<file path="src/rtl/ukl_ram.sv">
module ukl_ram #(
  parameter int WIDTH = 8,
  parameter int DEPTH = 16
) (
  input  logic                                         clk_i,
  input  logic                                         wr_en_i,
  input  logic [((DEPTH > 1) ? $clog2(DEPTH) : 1)-1:0] wr_addr_i,
  input  logic [WIDTH-1:0]                             wr_data_i,
  input  logic                                         rd_en_i,
  input  logic [((DEPTH > 1) ? $clog2(DEPTH) : 1)-1:0] rd_addr_i,
  output logic [WIDTH-1:0]                             rd_data_o
);

  logic [WIDTH-1:0] mem_q [DEPTH];
  logic [WIDTH-1:0] rd_data_q;

  always_ff @(posedge clk_i) begin
    if (wr_en_i) begin
      mem_q[wr_addr_i] <= wr_data_i;
    end
    if (rd_en_i) begin
      rd_data_q <= mem_q[rd_addr_i];
    end
  end

  assign rd_data_o = rd_data_q;

endmodule

</file>
<file path="config.mk">
export PLATFORM = sky130hd
export DESIGN_NAME = ukl_ram
export DESIGN_NICKNAME = d
export VERILOG_FILES = /design/src/rtl/ukl_ram.sv
export SDC_FILE = /design/constraint.sdc
export NUM_CORES = 1
export LEC_CHECK = 0
export BUFFER_PORTS_ARGS = -buffer_cell sky130_fd_sc_hd__buf_2
export CORE_MARGIN = 10
export CORE_UTILIZATION = 43
export DETAILED_ROUTE_END_ITERATION = 10
export SYNTH_ARGS = -nofsm -noshare
export SYNTH_HDL_FRONTEND = slang
export SYNTH_SLANG_ARGS = --single-unit
</file>
<file path="constraint.sdc">
create_clock -name clk_i -period 2.19 [get_ports clk_i]
set_input_delay 0.438 -clock clk_i [delete_from_list [all_inputs] [get_ports clk_i]]
set_output_delay 0.438 -clock clk_i [all_outputs]
set_load 0.05 [all_outputs]
</file>
Word-level counts from Yosys, hierarchy flattened. Memory sizes are Yosys's and may differ from the RTL's. A register that Yosys moved wholly into a read port is not among the register bits. Cells that the tools add are included.

Muxes and demuxes: 2.

Operators with widths (count): $mux 1 (2).

Bits of input ports: 19. Register bits after elaboration: 0. Logic and storage cells: 3. Memories kept: 1. Memory bits (writable): 128.

Memories: mem_q (words 16, bits a word 8, rd ports 1, clocked after memory_dff 1, write ports 1, RTL line 14) `logic [WIDTH-1:0] mem_q [DEPTH];`.

Logic depth before layout (Yosys ltp). Gate-level depths: netlist of the first run.

Word-level depth: 2. Depth in mapped cells: 5.

Worst setup path before layout of the first run. OpenSTA, ideal clock, no wires.

Path kind: input -> register. From: in wr_addr_i[2] (netlist name). To: mem mem_q[0][0], enable pin. Cell stages on the path: 2. Arrival time: 1.548 ns. Buffers on the path: 0. Path slack: 0.259 ns. Cell sequence: or3b_2 nor3_1.

RTL lines: start: declaration (RTL line 7) `input logic [((DEPTH > 1) ? $clog2(DEPTH) : 1)-1:0] wr_addr_i,`; end: declaration (RTL line 14).

Straight into the memory's write port.

==> results of run 1 <==
==> power breakdown <==
group	total [mW]	internal (mW)	switching, mW
Combinational	0.318	0.120	0.197
Sequential	2.95	2.93	0.0137
Clock	2.78	1.77	1.01
==> worst max-delay path: stages <==
cell and delay, ns:
sky130_fd_sc_hd__buf_2 0.13, sky130_fd_sc_hd__buf_12 0.17, sky130_fd_sc_hd__mux4_1 0.57, sky130_fd_sc_hd__a22oi_1 0.33
sky130_fd_sc_hd__nand2_1 0.10
==> metrics by stage <==
step / util / area (um2) / hold WS [ns] / worst slack (ns) / cells
final: 0.523 / 6250 / 0.396 / 0.584 / 447
after global routing: 0.523 / 6250 / 0.392 / 0.548 / 447
after CTS: 0.523 / 6250 / 0.392 / 0.621 / 447
after detailed placement: 0.474 / 5670 / 0.734 / 0.190 / 415
after global placement: 0.474 / 5670 / 0.723 / 0.188 / 415
after floorplan: - / 5230 / 0.537 / 0.259 / 229
==> cell usage in the layout (no fill, tap or decap), types with 2 or more instances in the layout <==
cell	count
sky130_fd_sc_hd__nor3_1	4
sky130_fd_sc_hd__buf_2	26
sky130_fd_sc_hd__mux4_1	14
sky130_fd_sc_hd__clkinv_2	5
sky130_fd_sc_hd__mux4_2	18
sky130_fd_sc_hd__nand3b_1	2
sky130_fd_sc_hd__buf_4	20
sky130_fd_sc_hd__edfxtp_1	136
sky130_fd_sc_hd__nand2b_1	2
sky130_fd_sc_hd__clkinvlp_4	4
sky130_fd_sc_hd__nor2_1	13
sky130_fd_sc_hd__nand2_1	9
sky130_fd_sc_hd__a22oi_1	16
sky130_fd_sc_hd__clkbuf_16	17
sky130_fd_sc_hd__bufinv_16	3
sky130_fd_sc_hd__buf_12	3
==> worst max path at each step <==
stage,start,slack [ns],to,cells after the start
2_1_floorplan,wr_addr_i[2],0.26,mem_q[0][0],2
3_3_place_gp,rd_addr_i[0],0.19,rd_data_o[3],5
3_5_place_dp,rd_addr_i[0],0.19,rd_data_o[3],5
4_1_cts,rd_addr_i[0],0.62,rd_data_o[3],5
5_1_grt,rd_addr_i[0],0.55,rd_data_o[6],5
6_report,rd_addr_i[0],0.58,rd_data_o[2],5
==> flip-flops by register name (all words and copies together) (netlist names) <==
signal and count:
rd_data_o 8, mem_q 128
==> routing by layer <==
layer | track usage | up-vias | routed length (um)
li1 | - | 1098 | -
met1 | 0.172 | 1242 | 4530
met2 | 0.201 | 74 | 4840
met3 | 0.0385 | 9 | 588
met4 | 0.0496 | 0 | 123
met5 | 0 | - | 0
==> cell families after synthesis <==
logic type,count (synthesis),share of synthesized area
and+or+nand+nor,35,0.0314
muxes,32,0.148
buffers and inverters,10,0.0165
DFF,136,0.781
AOI/OAI and AO/OA,16,0.0230
==> final cells by class <==
type / count / area (um2)
Clock buffer: 18 / 429
Clock inverter: 14 / 158
Fill cell: 925 / 5710
Multi-Input combinational cell: 83 / 1060
Sequential cell: 136 / 4080
Tap cell: 147 / 184
Timing Repair Buffer: 49 / 340
==> results by group, run 1 <==
Outcome
  • Result of the run: finished clean

Yosys
  • Primary FF master, synth: sky130_fd_sc_hd__edfxtp_1
  • Cell with the most instances after synthesis: sky130_fd_sc_hd__edfxtp_1
  • Net count of the mapped netlist: about 250
  • Synthesized area per cell: 22.8 um2
  • Number of synthesized flops with an enable pin: ~140
  • Yosys top cell by area: sky130_fd_sc_hd__edfxtp_1
  • Post-synthesis sequential area ratio: 0.781
  • Fraction of synthesis flops using an asynchronous set or reset pin: 0
  • Number of register bits inferred by synthesis: ~140
  • Most area-consuming cells after synthesis: sky130_fd_sc_hd__edfxtp_1 78%, sky130_fd_sc_hd__mux4_2 7.8%, sky130_fd_sc_hd__mux4_1 7.0%
  • Netlist area before placement: ~5200 um2
  • Area share of the largest cell type after synthesis: 0.781
  • Ys Warns: 0
  • Synth cell types: 18
  • Number of standard cells after synthesis: approximately 230
  • Leading post-synthesis cells by instance count: 136 x sky130_fd_sc_hd__edfxtp_1, 18 x sky130_fd_sc_hd__mux4_2, 16 x sky130_fd_sc_hd__a22oi_1, 14 x sky130_fd_sc_hd__mux4_1, 13 x sky130_fd_sc_hd__nor2_1

Global route
  • First-pass GRT wire length: 15.8 mm
  • Number of antenna violations at the first check in global routing: 0
  • Largest net degree at the start of global routing: 33
  • Number of global-route vias before repair: 2636
  • Global route overflow: 0
  • Overall routing resource usage: 0.131

Critical path
  • Worst reg2reg endpoint: rd_data_o[2]
  • Register-to-Register Path Depth: 3
  • Critical Path AT: around 1.8 ns
  • Category of the most critical setup path: input port to register
  • Slack of the worst reg-to-reg path: approximately 0.64 ns
  • Required time reported for the critical path endpoint: between 2 and 2.5 ns
  • Worst R2R Start: mem_q[2][2]
  • Critical-path maximum fanout: 13
  • Worst Setup Start Kind: input port
  • Type of element capturing the critical path: register

STA
  • Clock Skews: 0.00642 ns
  • Worst relative slew slack: 0.743
  • FMAX: approximately 0.62 GHz
  • Endpoints failing hold: 0
  • Fin. max-slew vios: 0
  • Unrepaired setup endpoints after global routing: false
  • Part of the cycle the worst path needs: 0.733
  • Actual slew at the worst max-slew pin: between 0.3 and 0.4 ns
  • Number of failing setup endpoints in the final timing report: 0
  • Minimum period implied by the final worst setup slack: approximately 1.6 ns
  • Total negative slack: 0 ns

Power and ir drop
  • Pwr dens: between 900 and 1000 nW/um2
  • Power consumption: 6.04 mW
  • Leak Pwr: roughly 2.1 nW
  • Maximum vdd drop: ~460 uV

Clock network
  • Depth of the CTS H-tree: 4
  • Largest buffer count on any clock path: 2
  • Post-CTS clock slew at the launch and capture registers of the worst setup and hold paths: 0.05 ns
  • Post-CTS setup repair buffer count: 0
  • Cts bufs inserted: 17
  • Skew-Pair Late Insertion Delay: ~0.41 ns
  • Clock net sink count: between 100 and 150
  • Hold Buf Count CTS: 0
  • Root buffer cell: sky130_fd_sc_hd__clkbuf_16
  • Clock tree from TritonCTS: done
  • Cts repair resizes: 0

Routing
  • Total via count after detailed routing: about 2400
  • Iteration count of the initial detailed-routing pass: 4
  • Post-detailed-route wirelength per cell: ~23 um
  • Final routed DRC violation total: 0
  • WL final: around 10 mm
  • Detailed Route Iter0 Violations: between 200 and 250
  • Ratio of routed vias to standard cells: around 5.4
  • Remaining antenna violation count after routing: 0

Min path
  • Hold worst-path end: rd_data_o[4]
  • Type of the tightest min-delay check: input port to register
  • Cell count of the worst hold path: 1
  • Startpoint of the worst hold path: rd_en_i

Cells and area
  • Total inserted antenna cells: 0
  • Final net count: slightly above 300
  • Layout Area Growth over Synthesis: 19.6%
  • Fraction of layout instances using a drive strength above 1: 0.327

Floorplanning
  • Die Outline Area: approximately 17000 um2
  • Starting Density: 0.437
  • Horizontal extent of the die: about 130 um
  • Height of the chip: 130 um
  • Core Box Area: roughly 12000 um2
  • Number of placement rows: 40
  • Top-level port count: 27

Placed design
  • # port buffers: 26
  • Final GP Congestion: 0.726
  • Post-detail-place hpwl: 6.35 mm

Run
  • Max Cap Violations: 0
No activity file was read; power rests on OpenSTA's default activity.
==> run 2, diff against run 1 <==
- clock period: 2.19 -> 1.38 ns (I/O delays scaled with it)
==> results by group, run 2 (same netlist as run 1, synthesis figures left out) <==
Clock network
  • Clock net sink count: 136 (unchanged)
  • Post-CTS clock slew at the launch and capture registers of the worst setup and hold paths: 0.05 ns (about the same)
  • Clock tree from TritonCTS: done (unchanged)
  • Skew-Pair Late Insertion Delay: 0.41 ns (about the same)
  • Root buffer cell: sky130_fd_sc_hd__clkbuf_16 (unchanged)
  • Largest buffer count on any clock path: 2 (unchanged)
  • Cts bufs inserted: 17 (unchanged)
  • Depth of the CTS H-tree: 4 (unchanged)

Floorplanning
  • Starting Density: 0.437 (unchanged)
  • Number of placement rows: 40 (unchanged)
  • Horizontal extent of the die: 130 um (unchanged)
  • Height of the chip: 130 um (unchanged)
  • Die Outline Area: 17000 um2 (unchanged)
  • Core Box Area: 12000 um2 (unchanged)
  • Top-level port count: 27 (unchanged)

STA
  • Clock Skews: 0.00739 ns (was 0.00642 ns)
  • Total negative slack: -0.0695 ns (was 0 ns)
  • Number of failing setup endpoints in the final timing report: 5 (was 0)
  • Actual slew at the worst max-slew pin: 0.814 ns (was 0.386 ns)
  • Endpoints failing hold: 0 (unchanged)
  • FMAX: 0.708 GHz
  • Minimum period implied by the final worst setup slack: 1.41 ns
  • Fin. max-slew vios: 0 (unchanged)
  • Part of the cycle the worst path needs: 1.02
  • Worst Slack Setup Final: -0.0317 ns (was 0.584 ns)
  • Unrepaired setup endpoints after global routing: true (was false)
  • Worst relative slew slack: 0.455 (was 0.743)

Cells and area
  • Total inserted antenna cells: 0 (unchanged)
  • Post-route insts no fill: 455 (was 447)
  • Core utilization of the finished layout: 0.536 (was 0.523)
  • Final net count: 314 (was 306)
  • Max FFs per register: 128 (unchanged)
  • Most common cell after layout, fill and taps aside: sky130_fd_sc_hd__edfxtp_1 (unchanged)
  • Largest register by flop count: mem_q (unchanged)
  • Layout Area Growth over Synthesis: 22.6% (was 19.6%)
  • Fraction of layout instances using a drive strength above 1: 0.416 (was 0.327)
  • Most frequent cells in the layout: 136 x sky130_fd_sc_hd__edfxtp_1, 32 x sky130_fd_sc_hd__mux4_2, 25 x sky130_fd_sc_hd__buf_2 (was 136 x sky130_fd_sc_hd__edfxtp_1, 26 x sky130_fd_sc_hd__buf_2, 20 x sky130_fd_sc_hd__buf_4)
  • Final-layout fill cell count: 912 (was 925)

Power and ir drop
  • Pwr dens: 1520 nW/um2 (was 967 nW/um2)
  • Power consumption: 9.75 mW (was 6.04 mW)
  • Clock share of power: 0.462 (was 0.460)
  • Relative contribution of combinational cells to total power: 0.058 (was 0.053)
  • Int Power: 7.86 mW (was 4.83 mW)
  • Maximum vdd drop: 844 uV (was 456 uV)
  • Sw Share: 0.193 (was 0.201)
  • Leak Pwr: 2.15 nW (was 2.12 nW)
  • P_sw: 1.89 mW (was 1.22 mW)
  • Sequential cell fraction of total power: 0.480 (was 0.488)

Routing
  • Remaining antenna violation count after routing: 0 (unchanged)
  • Iteration count of the initial detailed-routing pass: 4 (unchanged)
  • Post-detailed-route wirelength per cell: 22.4 um (was 22.6 um)
  • Detailed Route Iter0 Violations: 324 (was 240)
  • Final routed DRC violation total: 0 (unchanged)
  • Ratio of routed vias to standard cells: 5.40 (was 5.42)
  • WL final: 10.2 mm (was 10.1 mm)
  • Total via count after detailed routing: 2457 (was 2423)

Critical path
  • Critical-path maximum fanout: 1 (was 13)
  • Category of the most critical setup path: register to register (was input port to register)
  • Worst setup path startpoint: mem_q[2][4] (was rd_addr_i[0])
  • Worst Setup Start Kind: register (was input port)
  • Required time reported for the critical path endpoint: 1.53 ns (was 2.34 ns)
  • Worst reg2reg endpoint: rd_data_o[4] (was rd_data_o[2])
  • Critical Path AT: 1.56 ns (was 1.75 ns)
  • Type of element capturing the critical path: register (unchanged)
  • Register-to-Register Path Depth: 3 (unchanged)
  • Crit path to: rd_data_o[4] (was rd_data_o[2])
  • Slack of the worst reg-to-reg path: -0.03 ns (was 0.64 ns)
  • Worst R2R Start: mem_q[2][4] (was mem_q[2][2])

Global route
  • Largest net degree at the start of global routing: 17 (was 33)
  • Overall routing resource usage: 0.132 (was 0.131)
  • Number of global-route vias before repair: 2698 (was 2636)
  • Global route overflow: 0 (unchanged)
  • First-pass GRT wire length: 16.0 mm (was 15.8 mm)
  • Number of antenna violations at the first check in global routing: 0 (unchanged)

Placed design
  • # port buffers: 26 (unchanged)
  • Post-detail-place hpwl: 7.07 mm (was 6.35 mm)
  • Placed Instances: 422 (was 415)
  • Final GP Congestion: 0.792 (was 0.726)

Min path
  • Type of the tightest min-delay check: input port to register (unchanged)

Outcome
  • Result of the run: finished, violations left (was finished clean)
  • Violations in the final reports: setup timing

Run
  • Max Cap Violations: 0 (unchanged)
run 2: metrics by stage:
stage | worst slack (ns) | hold WS, ns | cell area (um2)
2_1_floorplan | -0.0964 | 0.375 | 5250
3_3_place_gp | -0.500 | 0.667 | 5780
3_5_place_dp | -0.484 | 0.664 | 5780
4_1_cts | -0.0257 | 0.230 | 6400
5_1_grt | -0.0950 | 0.228 | 6410
6_report | -0.0317 | 0.242 | 6410
run 2: cell type report:
class,count,area [um2],share of cell area
Clock inverter,13,159,0.0248
Sequential cell,136,4080,0.637
Clock buffer,19,433,0.0676
Multi-Input combinational cell,83,1070,0.167
Timing Repair Buffer,57,478,0.0746
Tap cell,147,184,0.0287
run 2: repair_timing:
| action | 4_1_cts | 5_1_grt |
|---|---|---|
| cloned | 0 | 0 |
| setup endpoints to repair | 9 | 8 |
| buffers inserted | 0 | 1 |
| hold endpoints to repair | 0 | 0 |
| hold buffers | 0 | 0 |
| resized for setup | 8 | 0 |
| pin swaps | 2 | 3 |
run 2: per-layer routing:
metal / track usage / part of all wire
met4: 0.0635 / 0.015
met5: 0 / 0
met2: 0.208 / 0.50
met3: 0.0381 / 0.046
met1: 0.165 / 0.44
run 2: worst min path at each step:
stage                     slack [ns]          from      endpoint  cells after the start
after floorplan                 0.37  wr_data_i[0]   mem_q[0][0]                      0
after global placement          0.67  wr_data_i[4]   mem_q[6][4]                      1
after detailed placement        0.66       rd_en_i  rd_data_o[2]                      1
after CTS                       0.23       rd_en_i  rd_data_o[5]                      1
after global routing            0.23       rd_en_i  rd_data_o[5]                      1
final                           0.24       rd_en_i  rd_data_o[2]                      1
run 2: critical path: stages (launching register included):
cell and delay, ns:
sky130_fd_sc_hd__edfxtp_1 0.37, sky130_fd_sc_hd__mux4_2 0.46, sky130_fd_sc_hd__a22oi_1 0.23, sky130_fd_sc_hd__nand2_1 0.09
run 2: power by group through the flow:
stage	clock network (mW)	logic, mW	registers, mW
5_1_grt	4.79	0.613	4.69
4_1_cts	4.58	0.577	4.68
3_5_place_dp	0	0.562	4.77
6_report	4.50	0.567	4.68
3_3_place_gp	0	0.549	4.76
2_1_floorplan	0	0.260	4.83
==> run 3, diff against run 2 <==
- CELL_PAD_IN_SITES_DETAIL_PLACEMENT: default -> 0
- CELL_PAD_IN_SITES_GLOBAL_PLACEMENT: default -> 2
- CTS_CLUSTER_SIZE: default -> 25
- PLACE_DENSITY_LB_ADDON: default -> 0.1
==> results by group, run 3 (same netlist as run 1, synthesis figures left out) <==
Floorplanning
  • Top-level port count: 27 (unchanged)
  • Starting Density: 0.437 (unchanged)
  • Core Box Area: 12000 um2 (unchanged)
  • Number of placement rows: 40 (unchanged)
  • Die Outline Area: 17000 um2 (unchanged)
  • Height of the chip: 130 um (unchanged)
  • Horizontal extent of the die: 130 um (unchanged)

Clock network
  • Post-CTS clock slew at the launch and capture registers of the worst setup and hold paths: 0.06 ns (was 0.05 ns)
  • Depth of the CTS H-tree: 4 (unchanged)
  • Cts bufs inserted: 17 (unchanged)
  • Clock net sink count: 136 (unchanged)
  • Post-CTS setup repair buffer count: 0 (unchanged)
  • Skew-Pair Late Insertion Delay: 0.42 ns (was 0.41 ns)
  • Clock tree from TritonCTS: done (unchanged)
  • Root buffer cell: sky130_fd_sc_hd__clkbuf_16 (unchanged)
  • Largest buffer count on any clock path: 2 (unchanged)

Power and ir drop
  • P_sw: 2.05 mW (was 1.89 mW)
  • Clock share of power: 0.483 (was 0.462)
  • Relative contribution of combinational cells to total power: 0.056 (was 0.058)
  • Maximum vdd drop: 714 uV (was 844 uV)
  • Leak Pwr: 2.17 nW (was 2.15 nW)
  • Int Power: 8.10 mW (was 7.86 mW)
  • Sw Share: 0.202 (was 0.193)
  • Power consumption: 10.1 mW (was 9.75 mW)
  • Pwr dens: 1560 nW/um2 (was 1520 nW/um2)
  • Sequential cell fraction of total power: 0.461 (was 0.480)

Min path
  • Type of the tightest min-delay check: input port to register (unchanged)
  • Cell count of the worst hold path: 1 (unchanged)

STA
  • Clock Skews: 0.00700 ns (was 0.00739 ns)
  • Unrepaired setup endpoints after global routing: true (unchanged)
  • Worst Slack Setup Final: -0.0566 ns (was -0.0317 ns)
  • Part of the cycle the worst path needs: 1.04 (was 1.02)
  • FMAX: 0.696 GHz (was 0.708 GHz)
  • Hold slack final: 0.233 ns (was 0.242 ns)
  • Worst relative slew slack: 0.398 (was 0.455)
  • Endpoints failing hold: 0 (unchanged)
  • Minimum period implied by the final worst setup slack: 1.44 ns (was 1.41 ns)
  • Fin. max-slew vios: 0 (unchanged)
  • Number of failing setup endpoints in the final timing report: 4 (was 5)
  • Actual slew at the worst max-slew pin: 0.902 ns (was 0.814 ns)

Outcome
  • Result of the run: finished, violations left (unchanged)
  • Violations in the final reports: setup timing (unchanged)

Critical path
  • Register-to-Register Path Depth: 3 (unchanged)
  • Critical-path maximum fanout: 1 (unchanged)
  • Required time reported for the critical path endpoint: 1.54 ns (was 1.53 ns)
  • Critical Path AT: 1.60 ns (was 1.56 ns)
  • Category of the most critical setup path: register to register (unchanged)
  • Worst Setup Start Kind: register (unchanged)
  • Type of element capturing the critical path: register (unchanged)

Global route
  • Number of global-route vias before repair: 2709 (was 2698)
  • Global route overflow: 0 (unchanged)
  • Largest net degree at the start of global routing: 17 (unchanged)
  • Overall routing resource usage: 0.138 (was 0.132)
  • Number of antenna violations at the first check in global routing: 0 (unchanged)
  • First-pass GRT wire length: 16.4 mm (was 16.0 mm)

Cells and area
  • Most common cell after layout, fill and taps aside: sky130_fd_sc_hd__edfxtp_1 (unchanged)
  • Largest register by flop count: mem_q (unchanged)
  • Total inserted antenna cells: 0 (unchanged)
  • Max FFs per register: 128 (unchanged)
  • Most frequent cells in the layout: 136 x sky130_fd_sc_hd__edfxtp_1, 32 x sky130_fd_sc_hd__mux4_2, 29 x sky130_fd_sc_hd__buf_4 (was 136 x sky130_fd_sc_hd__edfxtp_1, 32 x sky130_fd_sc_hd__mux4_2, 25 x sky130_fd_sc_hd__buf_2)
  • Layout Area Growth over Synthesis: 24.1% (was 22.6%)
  • Fraction of layout instances using a drive strength above 1: 0.444 (was 0.416)
  • Final net count: 319 (was 314)

Routing
  • Total via count after detailed routing: 2472 (was 2457)
  • Iteration count of the initial detailed-routing pass: 5 (was 4)
  • WL final: 10.4 mm (was 10.2 mm)
  • Detailed Route Iter0 Violations: 244 (was 324)
  • Remaining antenna violation count after routing: 0 (unchanged)
  • Ratio of routed vias to standard cells: 5.37 (was 5.40)
  • Post-detailed-route wirelength per cell: 22.7 um (was 22.4 um)
  • Final routed DRC violation total: 0 (unchanged)

Placed design
  • Final GP Congestion: 0.734 (was 0.792)
  • # port buffers: 26 (unchanged)
  • Post-detail-place hpwl: 6.77 mm (was 7.07 mm)

Run
  • Max Cap Violations: 0 (unchanged)
[run 3: final cells by class]
type / count / area [um2]
Fill cell: 918 / 5470
Sequential cell: 136 / 4080
Multi-Input combinational cell: 83 / 1070
Timing Repair Buffer: 62 / 503
Clock buffer: 17 / 425
Clock inverter: 15 / 226
Tap cell: 147 / 184
[run 3: path summary, 6_finish.rpt]
| kind | from | to | slack (ns) |
|---|---|---|---|
| worst max register to register | mem_q[2][4] | rd_data_o[4] | -0.06 |
| worst max-delay path | mem_q[2][4] | rd_data_o[4] | -0.06 |
| worst min register to register | mem_q[15][3] | rd_data_o[3] | 0.76 |
| worst min-delay path | rd_en_i | rd_data_o[6] | 0.23 |
[run 3: per-layer routing]
| metal | wire [um] | vias to the layer above | track usage |
|---|---|---|---|
| li1 | - | 1115 | - |
| met1 | 4630 | 1277 | 0.187 |
| met2 | 5090 | 69 | 0.201 |
| met3 | 570 | 11 | 0.0394 |
| met4 | 141 | 0 | 0.0655 |
| met5 | 0 | - | 0 |
[run 3: power by group through the flow]
| stage | Sequential, mW | Clock (mW) | Combinational (mW) |
|---|---|---|---|
| floorplan | 4.83 | 0 | 0.260 |
| global placement | 4.77 | 0 | 0.563 |
| detailed placement | 4.77 | 0 | 0.567 |
| CTS | 4.68 | 4.98 | 0.577 |
| global route | 4.69 | 5.15 | 0.615 |
| finish | 4.68 | 4.90 | 0.563 |
[run 3: worst max-delay path, stage by stage, from the launching register on]
cell and delay, ns:
sky130_fd_sc_hd__edfxtp_1 0.37, sky130_fd_sc_hd__mux4_2 0.48, sky130_fd_sc_hd__a22oi_2 0.26, sky130_fd_sc_hd__nand2_1 0.08
[run 3: per-stage QoR]
step	setup slack (ns)	setup TNS (ns)	util	std cells	area [um2]
floorplan	-0.0964	-0.760	-	229	5250
finish	-0.0566	-0.104	0.542	460	6490
global route	-0.127	-0.579	0.542	460	6490
CTS	-0.0691	-0.195	0.542	460	6480
detailed placement	-0.491	-6.74	0.486	428	5810
global placement	-0.502	-6.18	0.486	428	5810
[run 3: repair_timing]
action	4_1_cts	5_1_grt
endpoints found under the setup margin	7	8
hold buffers	0	0
gates resized for setup	5	2
pin swaps	2	0
endpoints found under the hold margin	0	0
