File: src/rtl/ukl_pkg.sv
package ukl_pkg;

  localparam int CAPACITY     = 64;
  localparam int PAYLOAD_BITS = 64;

  localparam int IDX_W  = (CAPACITY > 1) ? $clog2(CAPACITY) : 1;
  localparam int CNT_W  = $clog2(CAPACITY + 1);
  localparam int KEY_W  = 32;
  localparam int WORD_W = KEY_W + PAYLOAD_BITS;

  // stream field widths
  localparam int MODE_W    = 2;
  localparam int PAY_IN_W  = 64;
  localparam int POS_W     = 6;
  localparam int PROBE_W   = 7;
  localparam int ENTRY_W   = 7;
  localparam int S_DATA_W  = 104;
  localparam int M_DATA_W  = 120;

  typedef enum logic [MODE_W-1:0] {
    MODE_FIND   = 2'd0,
    MODE_ADD    = 2'd1,
    MODE_REMOVE = 2'd2,
    MODE_READ   = 2'd3
  } mode_e;

  typedef enum logic [2:0] {
    ST_IDLE,
    ST_DECODE,
    ST_SCAN,
    ST_SHIFT,
    ST_READ,
    ST_DONE
  } state_e;

  typedef struct packed {
    logic                    ok;
    logic [IDX_W-1:0]        fpos;
    logic [CNT_W-1:0]        probes;
    logic [KEY_W-1:0]        rkey;
    logic [PAYLOAD_BITS-1:0] rpay;
  } res_t;

  typedef struct packed {
    logic              rd_en;
    logic [IDX_W-1:0]  rd_addr;
    logic              wr_en;
    logic [IDX_W-1:0]  wr_addr;
    logic [WORD_W-1:0] wr_data;
  } ram_req_t;

endpackage

File: src/rtl/ukl_ctrl.sv
module ukl_ctrl
  import ukl_pkg::*;
(
  input  logic                    clk_i,
  input  logic                    rst_ni,
  input  logic                    in_valid_i,
  output logic                    in_ready_o,
  input  logic [MODE_W-1:0]       mode_i,
  input  logic [KEY_W-1:0]        key_i,
  input  logic [PAYLOAD_BITS-1:0] payload_i,
  input  logic [POS_W-1:0]        position_i,
  output ram_req_t                ram_req_o,
  input  logic [WORD_W-1:0]       ram_rdata_i,
  output logic                    res_valid_o,
  input  logic                    res_take_i,
  output res_t                    res_o,
  output logic [CNT_W-1:0]        count_o
);

  state_e                  state_q, state_d;
  mode_e                   mode_q;
  logic [KEY_W-1:0]        key_q;
  logic [PAYLOAD_BITS-1:0] pay_q;
  logic [POS_W-1:0]        pos_q;
  logic [CNT_W-1:0]        count_q, count_d;
  logic [CNT_W-1:0]        ptr_q, ptr_d;
  logic                    vld_q, vld_d;
  res_t                    res_q, res_d;

  logic             hit;
  logic [IDX_W-1:0] prev_idx;

  assign hit      = vld_q && (ram_rdata_i[KEY_W-1:0] == key_q);
  assign prev_idx = IDX_W'(ptr_q - CNT_W'(1));

  always_ff @(posedge clk_i or negedge rst_ni) begin
    if (!rst_ni) begin
      state_q <= ST_IDLE;
      count_q <= '0;
      ptr_q   <= '0;
      vld_q   <= 1'b0;
    end else begin
      state_q <= state_d;
      count_q <= count_d;
      ptr_q   <= ptr_d;
      vld_q   <= vld_d;
    end
  end

  always_ff @(posedge clk_i) begin
    res_q <= res_d;
    if (in_valid_i && in_ready_o) begin
      mode_q <= mode_e'(mode_i);
      key_q  <= key_i;
      pay_q  <= payload_i;
      pos_q  <= position_i;
    end
  end

  always_comb begin
    state_d     = state_q;
    count_d     = count_q;
    ptr_d       = ptr_q;
    vld_d       = vld_q;
    res_d       = res_q;
    ram_req_o   = '0;
    in_ready_o  = 1'b0;
    res_valid_o = 1'b0;

    unique case (state_q)
      ST_IDLE: begin
        in_ready_o = 1'b1;
        if (in_valid_i) begin
          state_d = ST_DECODE;
        end
      end

      ST_DECODE: begin
        res_d = '0;
        if (mode_q == MODE_READ) begin
          if (CNT_W'(pos_q) < count_q) begin
            ram_req_o.rd_en   = 1'b1;
            ram_req_o.rd_addr = IDX_W'(pos_q);
            state_d           = ST_READ;
          end else begin
            state_d = ST_DONE;
          end
        end else if (mode_q == MODE_ADD && count_q == CNT_W'(CAPACITY)) begin
          state_d = ST_DONE;
        end else begin
          // start the scan at entry 0, compares lag reads by the memory's read register
          ram_req_o.rd_en   = 1'b1;
          ram_req_o.rd_addr = '0;
          ptr_d             = CNT_W'(1);
          vld_d             = (count_q != '0);
          state_d           = ST_SCAN;
        end
      end

      ST_SCAN: begin
        if (hit) begin
          res_d.probes = ptr_q;
          case (mode_q)
            MODE_FIND: begin
              res_d.ok   = 1'b1;
              res_d.fpos = prev_idx;
              state_d    = ST_DONE;
            end
            MODE_REMOVE: begin
              res_d.ok   = 1'b1;
              res_d.fpos = prev_idx;
              if (ptr_q < count_q) begin
                ram_req_o.rd_en   = 1'b1;
                ram_req_o.rd_addr = IDX_W'(ptr_q);
                state_d           = ST_SHIFT;
              end else begin
                count_d = count_q - CNT_W'(1);
                state_d = ST_DONE;
              end
            end
            default: begin
              // duplicate key on add
              state_d = ST_DONE;
            end
          endcase
        end else if (!vld_q || ptr_q == count_q) begin
          res_d.probes = count_q;
          if (mode_q == MODE_ADD) begin
            ram_req_o.wr_en   = 1'b1;
            ram_req_o.wr_addr = IDX_W'(count_q);
            ram_req_o.wr_data = {pay_q, key_q};
            res_d.ok          = 1'b1;
            res_d.fpos        = IDX_W'(count_q);
            count_d           = count_q + CNT_W'(1);
          end
          state_d = ST_DONE;
        end else begin
          ram_req_o.rd_en   = 1'b1;
          ram_req_o.rd_addr = IDX_W'(ptr_q);
          ptr_d             = ptr_q + CNT_W'(1);
        end
      end

      ST_SHIFT: begin
        // move entry ptr down one place while the next one is fetched
        ram_req_o.wr_en   = 1'b1;
        ram_req_o.wr_addr = prev_idx;
        ram_req_o.wr_data = ram_rdata_i;
        if (ptr_q + CNT_W'(1) == count_q) begin
          count_d = count_q - CNT_W'(1);
          state_d = ST_DONE;
        end else begin
          ram_req_o.rd_en   = 1'b1;
          ram_req_o.rd_addr = IDX_W'(ptr_q + CNT_W'(1));
          ptr_d             = ptr_q + CNT_W'(1);
        end
      end

      ST_READ: begin
        res_d.ok   = 1'b1;
        res_d.fpos = IDX_W'(pos_q);
        res_d.rkey = ram_rdata_i[KEY_W-1:0];
        res_d.rpay = ram_rdata_i[WORD_W-1:KEY_W];
        state_d    = ST_DONE;
      end

      ST_DONE: begin
        res_valid_o = 1'b1;
        if (res_take_i) begin
          state_d = ST_IDLE;
        end
      end

      default: begin
        state_d = ST_IDLE;
      end
    endcase
  end

  assign res_o   = res_q;
  assign count_o = count_q;

endmodule

File: config.mk
export PLATFORM = sky130hd
export DESIGN_NAME = ukl_ctrl
export DESIGN_NICKNAME = d
export VERILOG_FILES = /design/src/rtl/ukl_pkg.sv /design/src/rtl/ukl_ctrl.sv
export SDC_FILE = /design/constraint.sdc
export NUM_CORES = 1
export LEC_CHECK = 0
export CORE_AREA = 3 3 169 171
export DETAILED_ROUTE_END_ITERATION = 10
export DIE_AREA = 0 0 172 174
export DONT_BUFFER_PORTS = 1
export PLACE_DENSITY = 0.55
export SYNTH_ARGS = -nofsm -noshare
export SYNTH_HDL_FRONTEND = slang
export SYNTH_SLANG_ARGS = --single-unit
File: constraint.sdc
create_clock -name clk_i -period 4.5 [get_ports clk_i]
set_input_delay 0.45 -clock clk_i [delete_from_list [all_inputs] [get_ports clk_i]]
set_output_delay 0.45 -clock clk_i [all_outputs]
set_load 0.1 [all_outputs]
# Yosys cells after proc, flatten, opt, wreduce, memory -nomap -nowiden

Index checks and enable logic that the tools add are counted.

Input port bits: 204
Logic and storage cells: 112
Register bits after elaboration: 232
Output and inout port bits: 229

Reductions and logical operators: 20
Bitwise logic cells: 2
Muxes and demuxes: 46
Order comparisons: 2
Equal/unequal tests: 25
$add $sub $neg: 4

Operators with widths:

| kind                                              | count |
|---|---|
| 2-to-1 mux 103 bit                                | 3 |
| case mux 103 bit (2 select lines)                 | 1 |
| case mux 96 bit (2 select lines)                  | 1 |
| 2-to-1 mux 7 bit                                  | 21 |
| case mux 7 bit (3 select lines)                   | 3 |
| == test 32 bit                                    | 1 |
| 2-to-1 mux 14 bit                                 | 2 |
| case mux 7 bit (2 select lines)                   | 2 |
| 2-to-1 mux 3 bit                                  | 9 |
| case mux 3 bit (6 select lines)                   | 1 |
| inequality test 2 bit (second input constant)     | 8 |
| adder 7 x 1 -> 7 bit (second input constant)      | 2 |
| == test 7 bit                                     | 2 |
| inequality test 3 bit (second input constant)     | 4 |
| AND reduction 6 bit                               | 2 |
| AND reduction 4 bit                               | 2 |
| == test 7 bit (second input constant)             | 1 |
| less-than comparator 6 x 7 -> 1 bit               | 1 |
| less-than comparator 7 bit                        | 1 |
| nonzero test 7 bit                                | 1 |
| subtractor 7 x 1 -> 7 bit (second input constant) | 1 |
| == test 3 x 2 -> 1 bit (second input constant)    | 2 |
| == test 3 bit (second input constant)             | 2 |
| nonzero test 2 bit                                | 3 |
| 16 further kinds                                  | 23 |

# Longest topological paths before layout

Gate-level depths: netlist of run 1.

Word-level depth: 5
Gate-level depth with buffers: 11
Mapped depth without buffers: 9

# Least setup slack after synthesis of run 1

No wires, ideal clock.

Path type: reg2reg
Start point: register state_q[1]
End point: register key_q[0] (enable)
Arrival: 5,387 ps
Clock period less this slack: 5,860 ps
Setup slack: -1,360 ps
Setup time: 473 ps
Path buffers: 1
Data required time: 4,027 ps
Stages on the path, launching flop included: 4
Cells stage by stage: dfrtp_1 -> clkbuf_1 -> nor3_1 -> and2_1

Word-level cells in the longest chain between the ends: 3

Ends and longest elaborated chain:

| item                     | line           | text |
|---|---|---|
| start: declaration       | ukl_ctrl.sv:20 | `state_e state_q, state_d;` |
| start signal: assignment | ukl_ctrl.sv:43 | `state_q <= state_d;` |
| zero test 3 bit          | ukl_ctrl.sv:70 | `unique case (state_q)` |
| 2-to-1 mux 1 bit         | ukl_ctrl.sv:70 |  |
| via in_ready_o           | ukl_ctrl.sv:7  | `output logic in_ready_o,` |
| logical AND 1 bit        | ukl_ctrl.sv:52 | `if (in_valid_i && in_ready_o) begin` |
| end signal: assignment   | ukl_ctrl.sv:54 | `key_q <= key_i;` |
| end: declaration         | ukl_ctrl.sv:22 | `logic [KEY_W-1:0] key_q;` |

The timed path passes the listed nets, and every way through them passes these cells.
A chain may end at the register's enable or synchronous reset.

==> results of run 1 <==
## cell type report
type | instances | area share [%]
repair buffers | 235 | 19.6
well taps | 341 | 2.92
inverters | 20 | 0.514
clock inverters | 18 | 0.874
flip-flops and latches | 232 | 47.1
multi-input cells | 479 | 24.3
clock buffers | 29 | 4.68
## sequential cells by signal (all words and copies together), names as in the netlist
name / cells
count_o: 7
key_q: 32
mode_q: 2
pay_q: 64
pos_q: 6
ptr_q: 7
res_o: 110
state_q: 3
vld_q: 1
## metal layers
| metal | vias up | part of all wire [%] |
|---|---|---|
| met5 | - | 0 |
| met4 | 0 | 3.6 |
| met3 | 72 | 9.7 |
| met2 | 497 | 50 |
| met1 | 3851 | 37 |
| li1 | 3417 | - |
## what timing repair did
item	in CTS	in global routing
resized for setup	0	1
endpoints found under the setup margin	0	15
endpoints found under the hold margin	123	0
hold buffers	106	0
## final timing paths
path | startpoint | endpoint | slack, ns | cells after the start
worst max-delay path | key_q[21] | ram_req_o[95] | 0.41 | 10
worst min-delay path | ram_rdata_i[11] | res_o[75] | 0.09 | 1
worst max register to register | key_q[21] | res_o[105] | 1.47 | 7
worst min register to register | count_o[2] | count_o[2] | 0.62 | 2
max in group asynchronous | rst_ni | count_o[5] | 3.41 | 1
min in group asynchronous | rst_ni | ptr_q[6] | 0.49 | 1
## cell usage in the layout, fill, tap and decap left out, types with 3 or more instances in the layout
cell type,instances
a22oi_1,12
inv_1,19
ha_1,17
dfrtp_1,18
nand3b_1,3
nor3_1,8
clkinv_2,4
and2_1,100
mux2i_1,4
nand3_1,13
o21ai_2,4
and3_1,8
and2_4,4
xor2_1,4
a21boi_0,4
a21oi_1,18
nor2_1,12
a211oi_1,3
a31oi_1,3
a22o_1,102
o21ai_0,18
buf_4,63
edfxtp_1,214
nand2b_1,3
a21o_1,3
buf_12,65
clkinv_1,9
nand4_1,9
xnor2_1,46
clkbuf_16,27
or3_1,4
nand2_1,31
dlygate4sd3_1,106
## metrics by stage
stage	cell area [um2]	setup TNS (ns)
2_1_floorplan	10700	-31.58
3_3_place_gp	12700	0
3_5_place_dp	12700	0
4_1_cts	14600	0
5_1_grt	14600	0
6_report	14600	0
## logic make-up (layout without fill, tap and decap cells)
kind of cell             after synthesis  in the layout  synth area share [%]
buffers and inverters                 73            302                  2.80
adder cells (fa/ha/maj)               17             17                  1.99
AO/OA/AOI/OAI                        200            200                  15.1
multiplexers                           5              5                 0.481
XOR/XNOR                              50             50                  4.10
AND/OR/NAND/NOR                      207            207                  11.1
flip-flops                           232            232                  64.4
==> impl_metrics.yaml, run 1 <==
status:
  status: "complete, no violations"
worst_setup_path:
  worst_path_most_repeated_cell: "buf_4"
  slowest_stage: "and2_4"
  path_delay_family: "simple AND/OR/NAND/NOR gates"
  critPathKind: "reg2out"
  setup.worst_path.end_class: "output port"
  cp_data_required_time_ns: 4.05
  path_buf_inv: 3
  critical_path.max_fanout: 87
  slowest_delay_ns: 0.45
  worstSetupStartpointType: "flip-flop"
  worstPathArrival_ns: 3.64
  path_cells: "xnor2_1 > nand4_1 > nor3_2 > nand3_1 > buf_4 > and3_1 > and2_4 > buf_4 > a22o_1 > buf_12"
global_routing:
  grt_util_met1_pct: 27.7
  busiest_layer: "met2"
  grt_max_degree: 88
  use_met3_pct: 7.03
  grt_first_pass_wirelength_um: 53000
  met2_usage_pct: 39.4
  grt_remaining_overflow: 0
  antenna_found_initial: 0
  grt_pass1_vias: 8088
  track_usage_pct: 23.1
floorplanning:
  coreArea_um2: 27000
  dieArea_um2: 29900
  die_h_um: 174
  fp-row-count: 60
  die_x_um: 172
  pin_count: 433
  start_util_pct: 39.5
logic_synthesis:
  syn_area_per_cell_um2: 13.6
  synth_common_cells: "214 x edfxtp_1, 102 x a22o_1, 102 x and2_1"
  synthDistinctLibCells: 64
  synth_area_leaders: "edfxtp_1 60%, a22o_1 8.4%, and2_1 6.0%, dfrtp_1 4.2%, xnor2_1 3.8%"
  ys_seq_area_share_pct: 64.4
  yosys.area.top_type: "edfxtp_1"
  synth_nets: 1005
  ys_ff_latch: 232
  synth-edff-count: 214
  synth_area_um2: 10700
  yosys_warnings: 0
  yosysMostFrequentCell: "edfxtp_1"
  yosys.area.top_type_share_pct: 60.2
  syn_inst: 784
  ys.flop_type: "edfxtp_1"
  async_reset_ff_share_pct: 7.76
final_layout:
  final_nets: 1216
  final_core_util_pct: 54.0
  fin_cells: 1354
  num-fill-cells: 2155
  seq_area_um2: 6880
  drive_gt1_share_pct: 18.5
  antennaDiodeCount: 0
  multiInputGateArea_um2: 3550
  area_delta_synth_final_pct: 36.8
timing:
  maxSlewHeadroom_pct: 29.2
  slew_violations: 0
  setup_violations: 0
  period_share_pct: 90.8
  finalWorstSetupSlack_ns: 0.412
  whs_ns: 0.0941
  hold_viol: 0
  fmax_ghz: 0.245
  worst_pin_slew_ns: 1.06
  grt_setup_unrepaired: "false"
  finClkSkew_ns: 0.0172
  period_minus_slack_ns: 4.09
clocking:
  clock_latency_ns: 0.55
  cts_setup_buffers: 0
  clock_path_buffers: 3
  cts_buffers: 27
  clock_tree.root_cell: "clkbuf_16"
  cts_tree: "yes"
  clk_pin_slew_worst_paths_ns: 0.06
  cts_htree_levels: 1
  cts.sinks: 232
detailed_routing:
  viasPerCell: 5.79
  drt_iter0_drc: 687
  drcViolationCount: 0
  drt-total-wl_um: 36000
  ant_nets: 0
  wl_per_cell_um: 26.6
  first_pass_iters: 5
  via_count: 7837
place:
  io_buffers: 0
  gp_congestion: 0.888
  post-place-ws_ns: 0.676
  dpl.hpwl_um: 26000
  dp_cells: 1201
flow_run:
  max-cap-violations: 0
hold_path:
  hp-class: "in2reg"
Power of run 1 is left out: the tool's default activity adds up to more than one toggle a clock period on the data nets, which glitch-free logic cannot reach.
==> inputs of run 2 (changes only) <==
ABC_AREA = 1   (was not set)
CORE_AREA = 3 3 166 168   (was 3 3 169 171)
DIE_AREA = 0 0 169 171   (was 0 0 172 174)
PLACE_DENSITY = 0.61   (was 0.55)
==> run 2 against run 1 <==
Effect of this change:
- count of clock-buffer cells in the layout rose by 10
- non-clock buffer count fell by 36
- worst setup slack better by 0.089 ns
- register-to-register slack gained 0.27 ns
- flip-flop and latch count is the same
- critical path depth unchanged
- global-route usage grew 4.0 points
- routed wire length is 13% higher
- die area decreased by 3.4%
- critical endpoint is now ram_req_o[23]
==> impl_metrics.yaml, run 2 <==
worst_setup_path:
  worstSetupStartpointType: "flip-flop"
  critPathKind: "reg2out"
  slowest_stage: "ha_1"
  ff2ff_setup_slack_ns: 1.74
  worstPathArrival_ns: 3.55
  path_buf_inv: 3
  path_delay_family: "buffers and inverters"
  path_cells: "clkinv_1 > ha_1 > nand2_1 > nor2_1 > a41oi_1 > nor2_1 > nand3_4 > buf_4 > o22ai_2 > buf_4"
  slowest_delay_ns: 0.45
  cp_data_required_time_ns: 4.05
  setup.worst_path.end_class: "output port"
  ff2ff_path_depth: 8
  critical_path.max_fanout: 32
  cp_num_cells: 10
timing:
  grt_setup_unrepaired: "false"
  period_minus_slack_ns: 4.00
  worst_pin_slew_ns: 1.24
  slew_violations: 0
  whs_ns: 0.0211
  finClkSkew_ns: 0.0198
  setup_violations: 0
  maxSlewHeadroom_pct: 17.3
  period_share_pct: 88.9
  fmax_ghz: 0.250
  hold_viol: 0
power_and_ir_drop:
  p_comb_share_pct: 13.3
  peakVddDrop_uv: 315
  swShare_pct: 25.3
  p_sw_uw: 1310
  total_leakage_power_uw: 0.00684
  power_density_nw_per_um2: 330
  p_int_uw: 3860
  seqPwrFrac_pct: 45.2
  pwr-share-clk_pct: 41.5
final_layout:
  final_common_cell: "nand2_1"
  num-fill-cells: 2093
  final_nets: 1644
  final_cell_mix: "259 x nand2_1, 234 x inv_1, 214 x edfxtp_1, 162 x nor2_1, 102 x o22ai_2"
  largest_reg_flops: 110
  final_core_util_pct: 60.2
  drive_gt1_share_pct: 22.5
  stdcell_area_um2: 15700
  area_delta_synth_final_pct: 35.2
hold_path:
  hp-class: "in2reg"
  worstHoldPathCells: 0
global_routing:
  antenna_found_initial: 3
  grt_pass1_vias: 9491
  grt_remaining_overflow: 0
  grt_max_degree: 97
  track_usage_pct: 27.2
  grt_first_pass_wirelength_um: 59300
flow_run:
  max-cap-violations: 0
detailed_routing:
  via_count: 9644
  drt-total-wl_um: 40600
  first_pass_iters: 5
  wl_per_cell_um: 22.8
  ant_nets: 0
  drcViolationCount: 0
  drt_iter0_drc: 687
  viasPerCell: 5.42
place:
  dpl.hpwl_um: 30400
  gp_congestion: 0.938
  dpl_cell_area_um2: 14100
  io_buffers: 0
floorplanning:
  dieArea_um2: 28900
  die_x_um: 169
  fp-row-count: 59
  die_h_um: 171
  pin_count: 433
  coreArea_um2: 26100
  start_util_pct: 44.5
logic_synthesis:
  synth-edff-count: 214
  synthSimpleGateAreaFrac_pct: 19.6
  synth_mux_area_share_pct: 0
  synth_area_um2: 11600
  ys_ff_latch: 232
  ys_seq_area_share_pct: 59.3
  synth-compound-area-share_pct: 7.66
  synth_nets: 1460
  yosys.area.top_type_share_pct: 55.4
  async_reset_ff_share_pct: 7.76
  syn_area_per_cell_um2: 9.36
  synth_common_cells: "260 x nand2_1, 235 x inv_1, 214 x edfxtp_1"
  syn_inst: 1239
  ys.flop_type: "edfxtp_1"
  synth_xor_area_share_pct: 1.50
  synth_top_family_by_area: "simple AND/OR/NAND/NOR gates"
  yosys.area.top_type: "edfxtp_1"
  synthDistinctLibCells: 38
  yosys_warnings: 0
  synth_area_leaders: "edfxtp_1 55%, nand2_1 8.4%, inv_1 7.6%, o22ai_1 5.5%, nor2_1 5.3%"
  yosysMostFrequentCell: "nand2_1"
  synth-adder-area-share_pct: 1.83
status:
  status: "complete, no violations"
clocking:
  clock_latency_ns: 0.53
  cts_htree_levels: 1
  clock_tree.root_cell: "clkbuf_16"
  post_cts_resized: 0
  cts_buffers: 26
  clock_path_buffers: 3
  cts_tree: "yes"
  clk_pin_slew_worst_paths_ns: 0.07
  cts.sinks: 232
## run 2: cell count changes in the layout (fill, tap and decap cells not counted), moves of 39 or more
cell / delta
a22o_1: -102
nand3_1: +39
xnor2_1: -42
nor2_1: +150
inv_1: +215
o22ai_2: +102
nand2_1: +228
and2_1: -96
## run 2: per-stage QoR
stage               setup WS, ns  setup TNS [ns]  total power [uW]  instances
floorplan                 -0.212          -14.80              2820       1239
global route               0.338               0              5320       1779
CTS                        0.492               0              5210       1767
global placement            1.11               0              3010       1661
detailed placement          1.09               0              3020       1661
finish                     0.501               0              5170       1780
## run 2: path summary, 6_finish.rpt
path                                     from            end
worst max-delay path               count_o[4]  ram_req_o[23]
worst min-delay path            payload_i[58]      pay_q[58]
worst max register to register     count_o[4]     res_o[103]
worst min register to register       ptr_q[6]       ptr_q[6]
max in group asynchronous              rst_ni     count_o[3]
min in group asynchronous              rst_ni     count_o[5]
## run 2: area by class of cell
type	count	area [um2]	area share (%)
timing repair buffer	199	2340	14.9
inverter	253	966	6.16
tap	335	419	2.67
clock buffer	39	741	4.72
clock inverter	9	121	0.774
multi-input combinational	711	4210	26.9
sequential	232	6880	43.8
antenna	2	5.00	0.0319
## run 2: cell families (layout without fill, tap and decap cells)
logic type,after synthesis,count (layout)
fa+ha+maj,17,17
compound gates,145,145
other cells,0,2
buf+inv,296,500
flops,232,232
xor+xnor,19,19
simple gates,530,530
## run 2: timing repair
item,CTS,global route
setup buffers,0,0
hold endpoints to repair,75,11
hold buffers,58,11
## run 2: routing by layer
| layer | up-vias | routed length, um | share of wire, % | track usage [%] |
|---|---|---|---|---|
| li1 | 4420 | - | - | - |
| met1 | 4624 | 15400 | 38 | 33.0 |
| met2 | 506 | 19500 | 48 | 45.4 |
| met3 | 90 | 4030 | 9.9 | 8.85 |
| met4 | 4 | 1600 | 3.9 | 10.4 |
| met5 | - | 27 | 0.066 | 0 |
## run 2: power groups by stage
| stage | sequential (uW) | clock (uW) | combinational, uW |
|---|---|---|---|
| floorplan | 2380 | 0 | 433 |
| global placement | 2380 | 0 | 631 |
| detailed placement | 2380 | 0 | 634 |
| CTS | 2340 | 2190 | 681 |
| global route | 2340 | 2270 | 712 |
| finish | 2340 | 2140 | 689 |
No activity file was read; power rests on OpenSTA's default activity.
==> inputs of run 3 (changes only) <==
CORE_AREA = 3 3 168 170   (was 3 3 166 168)
DIE_AREA = 0 0 171 173   (was 0 0 169 171)
PLACE_DENSITY = 0.59   (was 0.61)
==> run 3 against run 2 <==
Effect of this change:
- worst hold slack better by 0.0053 ns
- sequential share of layout area down 0.084 points
- count of clock-buffer cells in the layout down 5
- largest power group unchanged
==> impl_metrics.yaml, run 3 (synthesis results as in run 2) <==
place:
  gp_congestion: 0.945
  io_buffers: 0
  dpl.hpwl_um: 30800
  post-place-ws_ns: 0.956
detailed_routing:
  drcViolationCount: 0
  wl_per_cell_um: 23.0
  viasPerCell: 5.34
  first_pass_iters: 6
  drt_iter0_drc: 761
  via_count: 9519
  ant_nets: 0
  drt-total-wl_um: 40900
worst_setup_path:
  cp_num_cells: 9
  slowest_stage: "buf_4"
  worstPathArrival_ns: 3.67
  worstSetupStartpointType: "flip-flop"
  critical_path.max_fanout: 54
  reg2reg_from: "state_q[0]"
  worst_path_most_repeated_cell: "buf_4"
  setup.worst_path.end_class: "output port"
  slowest_delay_ns: 0.68
  cp_data_required_time_ns: 4.05
  path_buf_inv: 4
  path_delay_family: "buffers and inverters"
  critPathKind: "reg2out"
  ff2ff_path_depth: 7
  path_cells: "buf_4 > inv_1 > ha_1 > a41oi_1 > nor2_1 > nand3_4 > buf_4 > o22ai_2 > buf_4"
  worstReg2RegEnd: "res_o[108]"
  ff2ff_setup_slack_ns: 1.32
final_layout:
  area_delta_synth_final_pct: 35.5
  final_core_util_pct: 58.5
  final_nets: 1641
  final_cell_mix: "259 x nand2_1, 234 x inv_1, 214 x edfxtp_1, 162 x nor2_1, 102 x o22ai_2"
  drive_gt1_share_pct: 22.4
  final_common_cell: "nand2_1"
  largest_reg_flops: 110
power_and_ir_drop:
  p_sw_uw: 1330
  power_density_nw_per_um2: 339
  p_comb_share_pct: 12.9
  pwr-share-clk_pct: 43.2
  swShare_pct: 25.0
  total_leakage_power_uw: 0.00684
  p_int_uw: 3990
  seqPwrFrac_pct: 43.9
  peakVddDrop_uv: 344
timing:
  worst_pin_slew_ns: 1.13
  grt_setup_unrepaired: "false"
  period_share_pct: 91.6
  slew_violations: 0
  maxSlewHeadroom_pct: 24.5
  setup_violations: 0
  period_minus_slack_ns: 4.12
  fmax_ghz: 0.243
  finalWorstSetupSlack_ns: 0.377
  hold_viol: 0
  finClkSkew_ns: 0.0159
floorplanning:
  start_util_pct: 43.2
  pin_count: 433
  die_x_um: 171
  dieArea_um2: 29600
  fp-row-count: 60
  die_h_um: 173
  coreArea_um2: 26900
global_routing:
  antenna_found_initial: 3
  grt_pass1_vias: 9524
  grt_first_pass_wirelength_um: 59400
  grt_max_degree: 81
  grt_remaining_overflow: 0
  track_usage_pct: 26.6
clocking:
  clk_pin_slew_worst_paths_ns: 0.06
  post_cts_resized: 0
  cts.sinks: 232
  cts_buffers: 27
  cts_htree_levels: 1
  cts_hold_buf: 58
  clock_path_buffers: 3
  cts_setup_buffers: 0
  cts_tree: "yes"
  clock_latency_ns: 0.52
  clock_tree.root_cell: "clkbuf_16"
flow_run:
  max-cap-violations: 0
hold_path:
  holdPathEnd: "key_q[26]"
  worstHoldPathCells: 0
  hp-class: "in2reg"
  min_from: "key_i[26]"
status:
  status: "complete, no violations"
==> run 3: layer usage <==
| metal | vias to the layer above | wire length (um) | GRT usage (%) |
|---|---|---|---|
| met3 | 87 | 4510 | 9.26 |
| met2 | 506 | 19400 | 44.0 |
| met4 | 4 | 1350 | 8.01 |
| met1 | 4515 | 15600 | 32.9 |
| li1 | 4407 | - | - |
| met5 | - | 18 | 0 |
==> run 3: area by class of cell <==
type / instances / area [um2]
Antenna cell: 1 / 2.50
Clock buffer: 34 / 702
Clock inverter: 15 / 223
Fill cell: 2291 / 11200
Inverter: 253 / 966
Multi-Input combinational cell: 711 / 4210
Sequential cell: 232 / 6880
Tap cell: 341 / 427
Timing Repair Buffer: 195 / 2300
==> run 3: power groups by stage <==
stage / Sequential [uW] / Combinational (uW) / Clock, uW
2_1_floorplan: 2380 / 433 / 0
3_3_place_gp: 2380 / 629 / 0
3_5_place_dp: 2380 / 631 / 0
4_1_cts: 2340 / 679 / 2350
5_1_grt: 2340 / 708 / 2430
6_report: 2340 / 686 / 2300
==> run 3: how the worst max path moves through the flow <==
stage / start / slack (ns) / end
after floorplan: count_o[4] / -0.21 / ram_req_o[20]
after global placement: count_o[1] / 1.03 / ram_req_o[23]
after detailed placement: count_o[1] / 0.96 / ram_req_o[23]
after CTS: count_o[1] / 0.37 / ram_req_o[23]
after global routing: count_o[1] / 0.26 / ram_req_o[23]
final: count_o[1] / 0.38 / ram_req_o[23]
==> run 3: per-stage QoR <==
| stage | hold WS [ns] | cell area, um2 | total power, uW | cells | TNS (ns) |
|---|---|---|---|---|---|
| after floorplan | 0.154 | 11800 | 2820 | 1239 | -14.80 |
| after global placement | 0.156 | 14100 | 3010 | 1666 | 0 |
| after detailed placement | 0.155 | 14100 | 3010 | 1666 | 0 |
| after CTS | 0.00142 | 15600 | 5360 | 1773 | 0 |
| after global routing | 0.000454 | 15700 | 5470 | 1782 | 0 |
| final | 0.0264 | 15700 | 5320 | 1782 | 0 |
